--- src/hw/rtl/tvdt_pkg.sv ---
package tvdt_pkg;

  localparam int VRAM_BYTES_DEF = 128;
  localparam int CHAR_W = 8;

  localparam logic [1:0] OP_WRITE    = 2'd0;
  localparam logic [1:0] OP_END      = 2'd1;
  localparam logic [1:0] OP_KEY      = 2'd2;
  localparam logic [1:0] OP_READ_KEY = 2'd3;

  localparam logic [1:0] KIND_ACK  = 2'd0;
  localparam logic [1:0] KIND_CELL = 2'd1;
  localparam logic [1:0] KIND_NONE = 2'd2;
  localparam logic [1:0] KIND_KEY  = 2'd3;

  localparam logic [7:0] SPACE_CHAR     = 8'h20;
  localparam logic [7:0] KEY_FLAG       = 8'h80;
  localparam logic [7:0] BS_ASCII       = 8'd8;
  localparam logic [7:0] BS_CODE_RESET  = 8'd127;

  typedef struct packed {
    logic [1:0] opcode;
    logic [7:0] vram_address;
    logic [7:0] char_value;
    logic [7:0] key_code;
  } in_item_t;

  typedef struct packed {
    logic [1:0] result_kind;
    logic [2:0] cell_column;
    logic [5:0] cell_row_pixel;
    logic [7:0] left_char;
    logic [7:0] right_char;
    logic [7:0] key_value;
    logic       last;
  } out_item_t;

endpackage

--- src/hw/rtl/text_vram_dirty_tracker_with_key_latch_core.sv ---
// Text video memory of VRAM_BYTES bytes (a power of two) held as VRAM_BYTES/2 two-character
// cells in one memory, each row carrying its dirty mark, plus a one-key latch. After reset
// a clearing pass fills every cell with spaces and clears its dirty mark while input is
// stalled. One item is worked at a time: a key arrival, a key read or an end of frame with
// nothing to repaint passes through ST_RESP, which loads the output register once it is
// free; a video write first passes through ST_WR_CMP, because the cell is read from the
// memory, compared and written back only if it changed. An end of frame with pending
// repaint walks the cells, reading each in ST_SCAN_RD and checking it in ST_SCAN_CHK, up
// to the last dirty one, each reported cell waiting for the output register to be free.
// The output register lets the next item be accepted while a result is still waiting to be
// taken.
module text_vram_dirty_tracker_with_key_latch_core
  import tvdt_pkg::*;
#(
  parameter int VRAM_BYTES = VRAM_BYTES_DEF
) (
  input  logic       clk,
  input  logic       rst,
  input  in_item_t   in_data,
  input  logic       in_valid,
  output logic       in_stall,
  output out_item_t  out_data,
  output logic       out_valid,
  input  logic       out_stall,
  input  logic       cfg_valid,
  output logic       cfg_ready,
  input  logic [7:0] cfg_data
);

  localparam int CELLS = VRAM_BYTES / 2;
  localparam int AW    = $clog2(VRAM_BYTES);
  localparam int CW    = AW - 1;
  localparam int NW    = $clog2(CELLS + 1);
  localparam int RW    = 2 * CHAR_W + 1;

  typedef enum logic [5:0] {
    ST_CLEAR    = 6'b000001,
    ST_IDLE     = 6'b000010,
    ST_WR_CMP   = 6'b000100,
    ST_RESP     = 6'b001000,
    ST_SCAN_RD  = 6'b010000,
    ST_SCAN_CHK = 6'b100000
  } state_t;

  state_t          state;
  logic [CW-1:0]   idx;
  logic [NW-1:0]   dirty_count;
  logic [7:0]      latched_key;
  logic [7:0]      backspace_code;
  out_item_t       resp;
  out_item_t       resp_next;
  logic [CW-1:0]   wr_cell;
  logic            wr_hi;
  logic [7:0]      wr_char;

  // row layout: {dirty, right char, left char}
  logic [RW-1:0]   mem [CELLS];
  logic [RW-1:0]   rdata;
  logic [CW-1:0]   rd_addr;
  logic            we;
  logic [CW-1:0]   waddr;
  logic [RW-1:0]   wdata;

  logic            accept;
  logic            out_free;
  logic            out_load;
  logic [AW+7:0]   addr_w;
  logic [7:0]      old_char;
  logic            changed;
  logic [RW-1:0]   merged;
  logic [7:0]      key_f;
  logic [CW+5:0]   idx_w;

  assign cfg_ready = 1'b1;
  assign in_stall  = (state != ST_IDLE);
  assign accept    = in_valid && !in_stall;
  assign out_free  = !out_valid || !out_stall;
  assign out_load  = out_free &&
                     ((state == ST_RESP) || ((state == ST_SCAN_CHK) && rdata[RW-1]));
  assign addr_w    = (AW + 8)'(in_data.vram_address);
  assign idx_w     = (CW + 6)'(idx);

  always_comb begin
    old_char = wr_hi ? rdata[15:8] : rdata[7:0];
    changed  = (old_char != wr_char);
    merged   = wr_hi ? {1'b1, wr_char, rdata[7:0]} : {1'b1, rdata[15:8], wr_char};
  end

  always_comb begin
    key_f = in_data.key_code[7] ? 8'h00 : in_data.key_code;
    if (key_f == backspace_code) begin
      key_f = BS_ASCII;
    end
  end

  always_comb begin
    resp_next      = '0;
    resp_next.last = 1'b1;
    case (in_data.opcode)
      OP_END: begin
        resp_next.result_kind = KIND_NONE;
      end
      OP_READ_KEY: begin
        resp_next.result_kind = KIND_KEY;
        resp_next.key_value   = (latched_key != '0) ? (latched_key | KEY_FLAG) : 8'h00;
      end
      default: begin
        resp_next.result_kind = KIND_ACK;
      end
    endcase
  end

  always_comb begin
    rd_addr = (state == ST_IDLE) ? addr_w[AW-1:1] : idx;
    we      = 1'b0;
    waddr   = idx;
    wdata   = {1'b0, rdata[15:0]};
    case (state)
      ST_CLEAR: begin
        we    = 1'b1;
        wdata = {1'b0, SPACE_CHAR, SPACE_CHAR};
      end
      ST_WR_CMP: begin
        we    = changed;
        waddr = wr_cell;
        wdata = merged;
      end
      ST_SCAN_CHK: begin
        we = rdata[RW-1] && out_free;
      end
      default: begin
        we = 1'b0;
      end
    endcase
  end

  always_ff @(posedge clk) begin
    if (we) begin
      mem[waddr] <= wdata;
    end
    rdata <= mem[rd_addr];
  end

  always_ff @(posedge clk) begin
    if (rst) begin
      state          <= ST_CLEAR;
      idx            <= '0;
      dirty_count    <= '0;
      latched_key    <= '0;
      backspace_code <= BS_CODE_RESET;
      out_valid      <= 1'b0;
    end else begin
      if (cfg_valid && cfg_ready) begin
        backspace_code <= cfg_data;
      end
      out_valid <= out_load || (out_valid && out_stall);
      case (state)
        ST_CLEAR: begin
          idx <= idx + CW'(1);
          if (idx == CW'(CELLS - 1)) begin
            state <= ST_IDLE;
          end
        end
        ST_IDLE: begin
          if (accept) begin
            resp <= resp_next;
            case (in_data.opcode)
              OP_WRITE: begin
                wr_cell <= addr_w[AW-1:1];
                wr_hi   <= addr_w[0];
                wr_char <= in_data.char_value;
                state   <= ST_WR_CMP;
              end
              OP_END: begin
                if (dirty_count == '0) begin
                  state <= ST_RESP;
                end else begin
                  idx   <= '0;
                  state <= ST_SCAN_RD;
                end
              end
              OP_KEY: begin
                latched_key <= key_f;
                state       <= ST_RESP;
              end
              default: begin
                latched_key <= '0;
                state       <= ST_RESP;
              end
            endcase
          end
        end
        ST_WR_CMP: begin
          // a clean cell turning dirty adds one to the repaint count
          if (changed && !rdata[RW-1]) begin
            dirty_count <= dirty_count + NW'(1);
          end
          state <= ST_RESP;
        end
        ST_RESP: begin
          if (out_free) begin
            out_data <= resp;
            state    <= ST_IDLE;
          end
        end
        ST_SCAN_RD: begin
          state <= ST_SCAN_CHK;
        end
        ST_SCAN_CHK: begin
          if (!rdata[RW-1]) begin
            idx   <= idx + CW'(1);
            state <= ST_SCAN_RD;
          end else if (out_free) begin
            out_data.result_kind     <= KIND_CELL;
            out_data.cell_column     <= idx[2:0];
            out_data.cell_row_pixel  <= {idx_w[5:3], 3'b000};
            out_data.left_char       <= rdata[7:0];
            out_data.right_char      <= rdata[15:8];
            out_data.key_value       <= '0;
            out_data.last            <= (dirty_count == NW'(1));
            dirty_count              <= dirty_count - NW'(1);
            // stop at the last dirty cell
            if (dirty_count == NW'(1)) begin
              state <= ST_IDLE;
            end else begin
              idx   <= idx + CW'(1);
              state <= ST_SCAN_RD;
            end
          end
        end
        default: begin
          state <= ST_IDLE;
        end
      endcase
    end
  end

endmodule

--- config.mk ---
export PLATFORM = sky130hd
export DESIGN_NAME = text_vram_dirty_tracker_with_key_latch_core
export DESIGN_NICKNAME = d
export VERILOG_FILES = /design/src/hw/rtl/tvdt_pkg.sv /design/src/hw/rtl/text_vram_dirty_tracker_with_key_latch_core.sv
export SDC_FILE = /design/constraint.sdc
export NUM_CORES = 1
export LEC_CHECK = 0
export BUFFER_PORTS_ARGS = -buffer_cell sky130_fd_sc_hd__buf_2
export CORE_UTILIZATION = 34
export DETAILED_ROUTE_END_ITERATION = 10
export PLACE_DENSITY = 0.55
export RECOVER_POWER = 25
export SYNTH_ARGS = -nofsm -noshare
export SYNTH_HDL_FRONTEND = slang
export SYNTH_SLANG_ARGS = --single-unit
--- constraint.sdc ---
create_clock -name clk -period 5.55 [get_ports clk]
set_clock_uncertainty 0.1 [all_clocks]
set_input_delay 0.2775 -clock clk [delete_from_list [all_inputs] [get_ports clk]]
set_output_delay 0.2775 -clock clk [all_outputs]
set_load 0.03 [all_outputs]
## Word level (Yosys, flattened, before mapping)

Memories as Yosys holds them, arrays and structs flattened. A register that Yosys moved wholly into a read port is not among the register bits.
Cells that the tools add are included.

- Flip-flop bits (word level): 97
- Memory bits (writable): 1088
- Output and inout port bits: 39
- Logic and storage cells: 114
- Memories: 1

- $add $sub $neg: 3
- Eq/ne operators: 24
- Multiplexer cells: 37
- Bitwise gates (word level): 2
- Reduce and logical (&&, ||, !) cells: 28

Memory list:

| memory | words | bits a word | read ports | clocked after memory_dff | wr ports | RTL line | RTL |
|---|---|---|---|---|---|---|---|
| mem | 64 | 17 | 1 | 1 | 1 | text_vram_dirty_tracker_with_key_latch_core.sv:57 | `logic [RW-1:0] mem [CELLS];` |

Operator list:

| kind | count |
|---|---|
| 36-bit 2-to-1 mux | 3 |
| 6-bit 2-to-1 mux | 13 |
| 36-bit one-hot mux with 2 select lines | 1 |
| 6-bit one-hot mux with 6 select lines | 1 |
| 7-bit 2-to-1 mux | 5 |
| 17-bit one-hot mux with 2 select lines | 1 |
| 6-bit one-hot mux with 3 select lines | 1 |
| 16-bit 2-to-1 mux | 1 |
| 8-bit 2-to-1 mux | 2 |
| 8-bit one-hot mux with 2 select lines | 1 |
| 2-bit inequality test (second input constant) | 7 |
| 7-bit one-hot mux with 2 select lines | 1 |
| 6-bit equality test (second input constant) | 2 |
| 4-bit AND reduction | 3 |
| 5-bit 2-to-1 mux | 2 |
| 5-bit one-hot mux with 2 select lines | 1 |
| 7-bit by 8-bit equality test with 1-bit output | 1 |
| 8-bit inequality test | 1 |
| 8-bit nonzero test | 1 |
| 7-bit by 1-bit adder with 7-bit output (second input constant) | 1 |
| 7-bit by 1-bit equality test with 1-bit output (second input constant) | 1 |
| 7-bit zero test | 1 |
| 7-bit by 1-bit subtractor with 7-bit output (second input constant) | 1 |
| 6-bit by 1-bit adder with 6-bit output (second input constant) | 1 |
| other kinds (25) | 41 |

## Longest topological paths before layout

- Word-level depth: 6
- Gate-level depth with buffers: 13
- Gate-level depth less buffers: 8

## Worst setup path before layout

No wires, ideal clock.

- Kind: flip-flop to flip-flop
- From: register state[5]
- To: memory mem[0][13] (netlist name), data pin
- Library setup time: 0.601 ns
- Arrival: 3.558 ns
- Slack: 1.291 ns
- Cell stages (with the launch flop): 9
- Path buffers: 2
- Period minus slack after synthesis: 4.259 ns
- Path through: dfxtp_1 > clkbuf_1 > nor2_1 > nand4b_1 > inv_1 > buf_1 > nand2_1 > nand2_1 > nand3_1

- Cells in the longest elaborated chain, start to end: 2

RTL lines:

| element | RTL line | RTL |
|---|---|---|
| from (decl) | text_vram_dirty_tracker_with_key_latch_core.sv:45 | `state_t state;` |
| from (signal assigned) | text_vram_dirty_tracker_with_key_latch_core.sv:146 | `state <= ST_CLEAR;` |
| from (signal assigned) | text_vram_dirty_tracker_with_key_latch_core.sv:161 | `state <= ST_IDLE;` |
| from (signal assigned) | text_vram_dirty_tracker_with_key_latch_core.sv:172 | `state <= ST_WR_CMP;` |
| 6-bit by 3-bit equality test with 1-bit output / 6-bit by 1-bit equality test with 1-bit output (equally long branches) | text_vram_dirty_tracker_with_key_latch_core.sv:118 | `case (state)` |
| 17-bit one-hot mux with 2 select lines * | text_vram_dirty_tracker_with_key_latch_core.sv:118 |  |
| via wdata[13] | text_vram_dirty_tracker_with_key_latch_core.sv:62 | `logic [RW-1:0] wdata;` |
| to (decl) | text_vram_dirty_tracker_with_key_latch_core.sv:57 |  |

Mark *: on every way through the listed nets, which the timed path passes. The rest lies on a longest branch.

## Worst setup path after layout

- From: register state[5]
- To: register rdata[9], read port of mem

- Cells in the longest elaborated chain, start to end: 2

RTL lines:

| element | RTL line | RTL |
|---|---|---|
| 6-bit by 2-bit equality test with 1-bit output | text_vram_dirty_tracker_with_key_latch_core.sv:114 | `rd_addr = (state == ST_IDLE) ? addr_w[AW-1:1] : idx;` |
| 6-bit 2-to-1 mux | text_vram_dirty_tracker_with_key_latch_core.sv:114 |  |
| to (decl) | text_vram_dirty_tracker_with_key_latch_core.sv:58 | `logic [RW-1:0] rdata;` |

Every way passes these cells.
A chain may end at the register's enable or synchronous reset.

==> summary.txt <==
Area Growth Syn to Fin - 16.2%
Worst IR Drop VDD - 0.000355 V
layout cells sized above 1 - 14.2%
Final Max Tran Viols - 433
post-synth top area cell - edfxtp_1
critical path data required time - 6020 ps
top post-synthesis cells by area - edfxtp_1, mux2i_1, dfxtp_1, o22ai_1, a211oi_1
I/O pin total - 78
Avg WL per Cell - 25.8 um
most common cell after layout, fill and taps aside - edfxtp_1
number of synthesis warnings - 0
worst hold path stage count - 2
vias in the first global route - 27000
Core Box Area - 137000 um2
Via Count - 28000
Power Density - 400 nW/um2
nets - 3251
total grt overflow - 0
final wirelength - 131000 um
H-Tree Depth - 4
Worst Hold Endpoint - wr_hi
first-pass GRT wire length - 190000 um
post-synthesis async set-or-reset flop share - 0%
Row Count - 136
worst r2r path cells - 9
Die H - 374 um
Root Driver - clkbuf_16
die span in x - 374 um
crit start category - flip-flop
Leak - 18.0 nW
final hold slack - 209 ps
Antenna Nets Post-Route - 0
placed cell area - 50300 um2
sequential area share after synthesis - 75.2%
Inserted Clock Buffers - 130
CTS tree - done
Mapped Area - 47100 um2
worst rel slew slack - -23.2%
hpwl dp - 77100 um
r2r startpoint - state[5]
FF-to-FF setup slack - 670 ps
Setup Crit Path Kind - flip-flop to flip-flop
clock sinks - 1198
Avg Synthesized Cell Area - 15.8 um2
Die Area - 140000 um2
worst-skew pair later-pin latency - 730 ps
Hold Crit Class - primary input to flip-flop
maximum fanout along the worst path - 43
Post-synth EDFFs - 1146
Final Cycle Share - 87.9%
Synth Flop Type - edfxtp_1
status - finished with violations
CP endpoint kind - flip-flop
post-CTS sizing - 0
# Max-Cap Violations - 10
gp weighted congestion - 0.847
GRT Total Usage - 18.4%
post-synth top area share - 73.0%
Starting Density - 34.3%
RSZ-0062 raised after global routing - false
Worst-path clk slew - 60 ps
Crit path arrival time - 5350 ps
Final min period - 4880 ps
largest net degree at the start of global routing - 72
final setup TNS - 0 ps
Synth cell types - 77
failing checks - max-capacitance violations, max-slew violations
initial antenna violation count - 1
Setup-failing EPs final - 0
Max Fclk - 205 MHz
DR vias/cell - 5.49
initial DRC count - 2782
Post-Synthesis Cells - 2974
DRC errors left - 0
CTS Buffer Depth - 3
Port-buffer cells - 72
Yosys reg bits - 1198
most frequent cells in the layout - edfxtp_1, mux2i_1, nand2_1, o22ai_1, buf_4
slew of the pin with the lowest slew margin - 1850 ps
r2r endpoint - rdata[9]
fin area - 54800 um2
first-pass detailed-route iteration total - 5
Hold Fails Final Rpt - 0
hold wc startpoint - in_data[16]
[per-stage QoR]
stage,instances,util [%],setup WS (ps),power [W]
floorplan,2976,-,1290,0.0125
global placement,4817,36.6,1180,0.0137
detailed placement,4817,36.6,1150,0.0137
CTS,5096,39.9,1140,0.0220
global route,5096,39.8,535,0.0226
finish,5097,39.8,672,0.0219
[routing by layer]
metal / global-route usage (%) / vias to the layer above / part of all wire [%]
li1: - / 12400 / -
met1: 25.8 / 14300 / 44
met2: 29.0 / 1093 / 46
met3: 3.17 / 189 / 7.5
met4: 6.05 / 0 / 2.9
met5: 0 / - / 0
[critical path, cell delays in order (launching register included)]
cell and delay [ps]:
dfxtp_1 410, or4b_1 830, nor2_1 590, clkinv_1 260, clkbuf_1 410, a31oi_4 290, buf_4 570, o221ai_1 270
a221oi_1 800, nor4_2 130
[cell usage after synthesis, types with 52 or more instances]
cell      count
edfxtp_1   1146
nand2_1     176
mux2i_1     167
o22ai_1     164
o21ai_0     123
a211oi_1    105
a21oi_1     105
nor2_1      104
clkbuf_1     79
and3_1       67
and2_1       59
nor3_1       56
o221ai_1     54
buf_2        53
dfxtp_1      52
[kinds of logic (layout without fill, tap and decap cells)]
family	count (synthesis)	count (layout)	synth area share, %
flip-flops	1198	1198	75.2
AO/OA/AOI/OAI	749	749	10.8
AND/OR/NAND/NOR	609	609	6.61
buffers and inverters	209	535	2.48
multiplexers	188	188	4.48
XOR/XNOR	14	14	0.260
adder cells (fa/ha/maj)	5	5	0.133
other	2	5	0.0159
[cell type report]
type	instances	area, um2
antenna	1	2.50
multi-input combinational	1569	10700
sequential	1198	35500
clock inverter	67	591
clock buffer	160	3490
inverter	9	33.8
tap	1794	2240
timing repair buffer	299	2220
fill	12600	82700
[worst max path at each step]
stage	startpoint	to	slack, ps	depth (start not counted)
6_report	state[5]	rdata[9]	670	9
5_1_grt	state[2]	mem[44][10]	540	9
4_1_cts	state[5]	rdata[4]	1140	10
3_5_place_dp	state[5]	rdata[4]	1150	10
3_3_place_gp	state[5]	rdata[4]	1180	10
2_1_floorplan	state[5]	mem[0][13]	1290	8
[state kept, by name (all words and copies together), names as in the netlist]
| name | cells |
|---|---|
| backspace_code | 8 |
| dirty_count | 7 |
| out_data | 33 |
| resp | 10 |
| wr_hi | 1 |
| wr_cell | 6 |
| idx | 6 |
| out_valid | 1 |
| wr_char | 8 |
| latched_key | 7 |
| mem | 1088 |
| state | 6 |
| rdata | 17 |
[timing repair]
item | 4_1_cts | 5_1_grt
endpoints found under the hold margin | 48 | 0
hold buffers | 52 | 0
buffers inserted | 0 | 0
[power by group]
group / switching, W / internal, W
registers: 0.000199 / 0.0104
clock network: 0.00350 / 0.00481
logic: 0.00204 / 0.000953
Power figures use the tool's default switching activity.
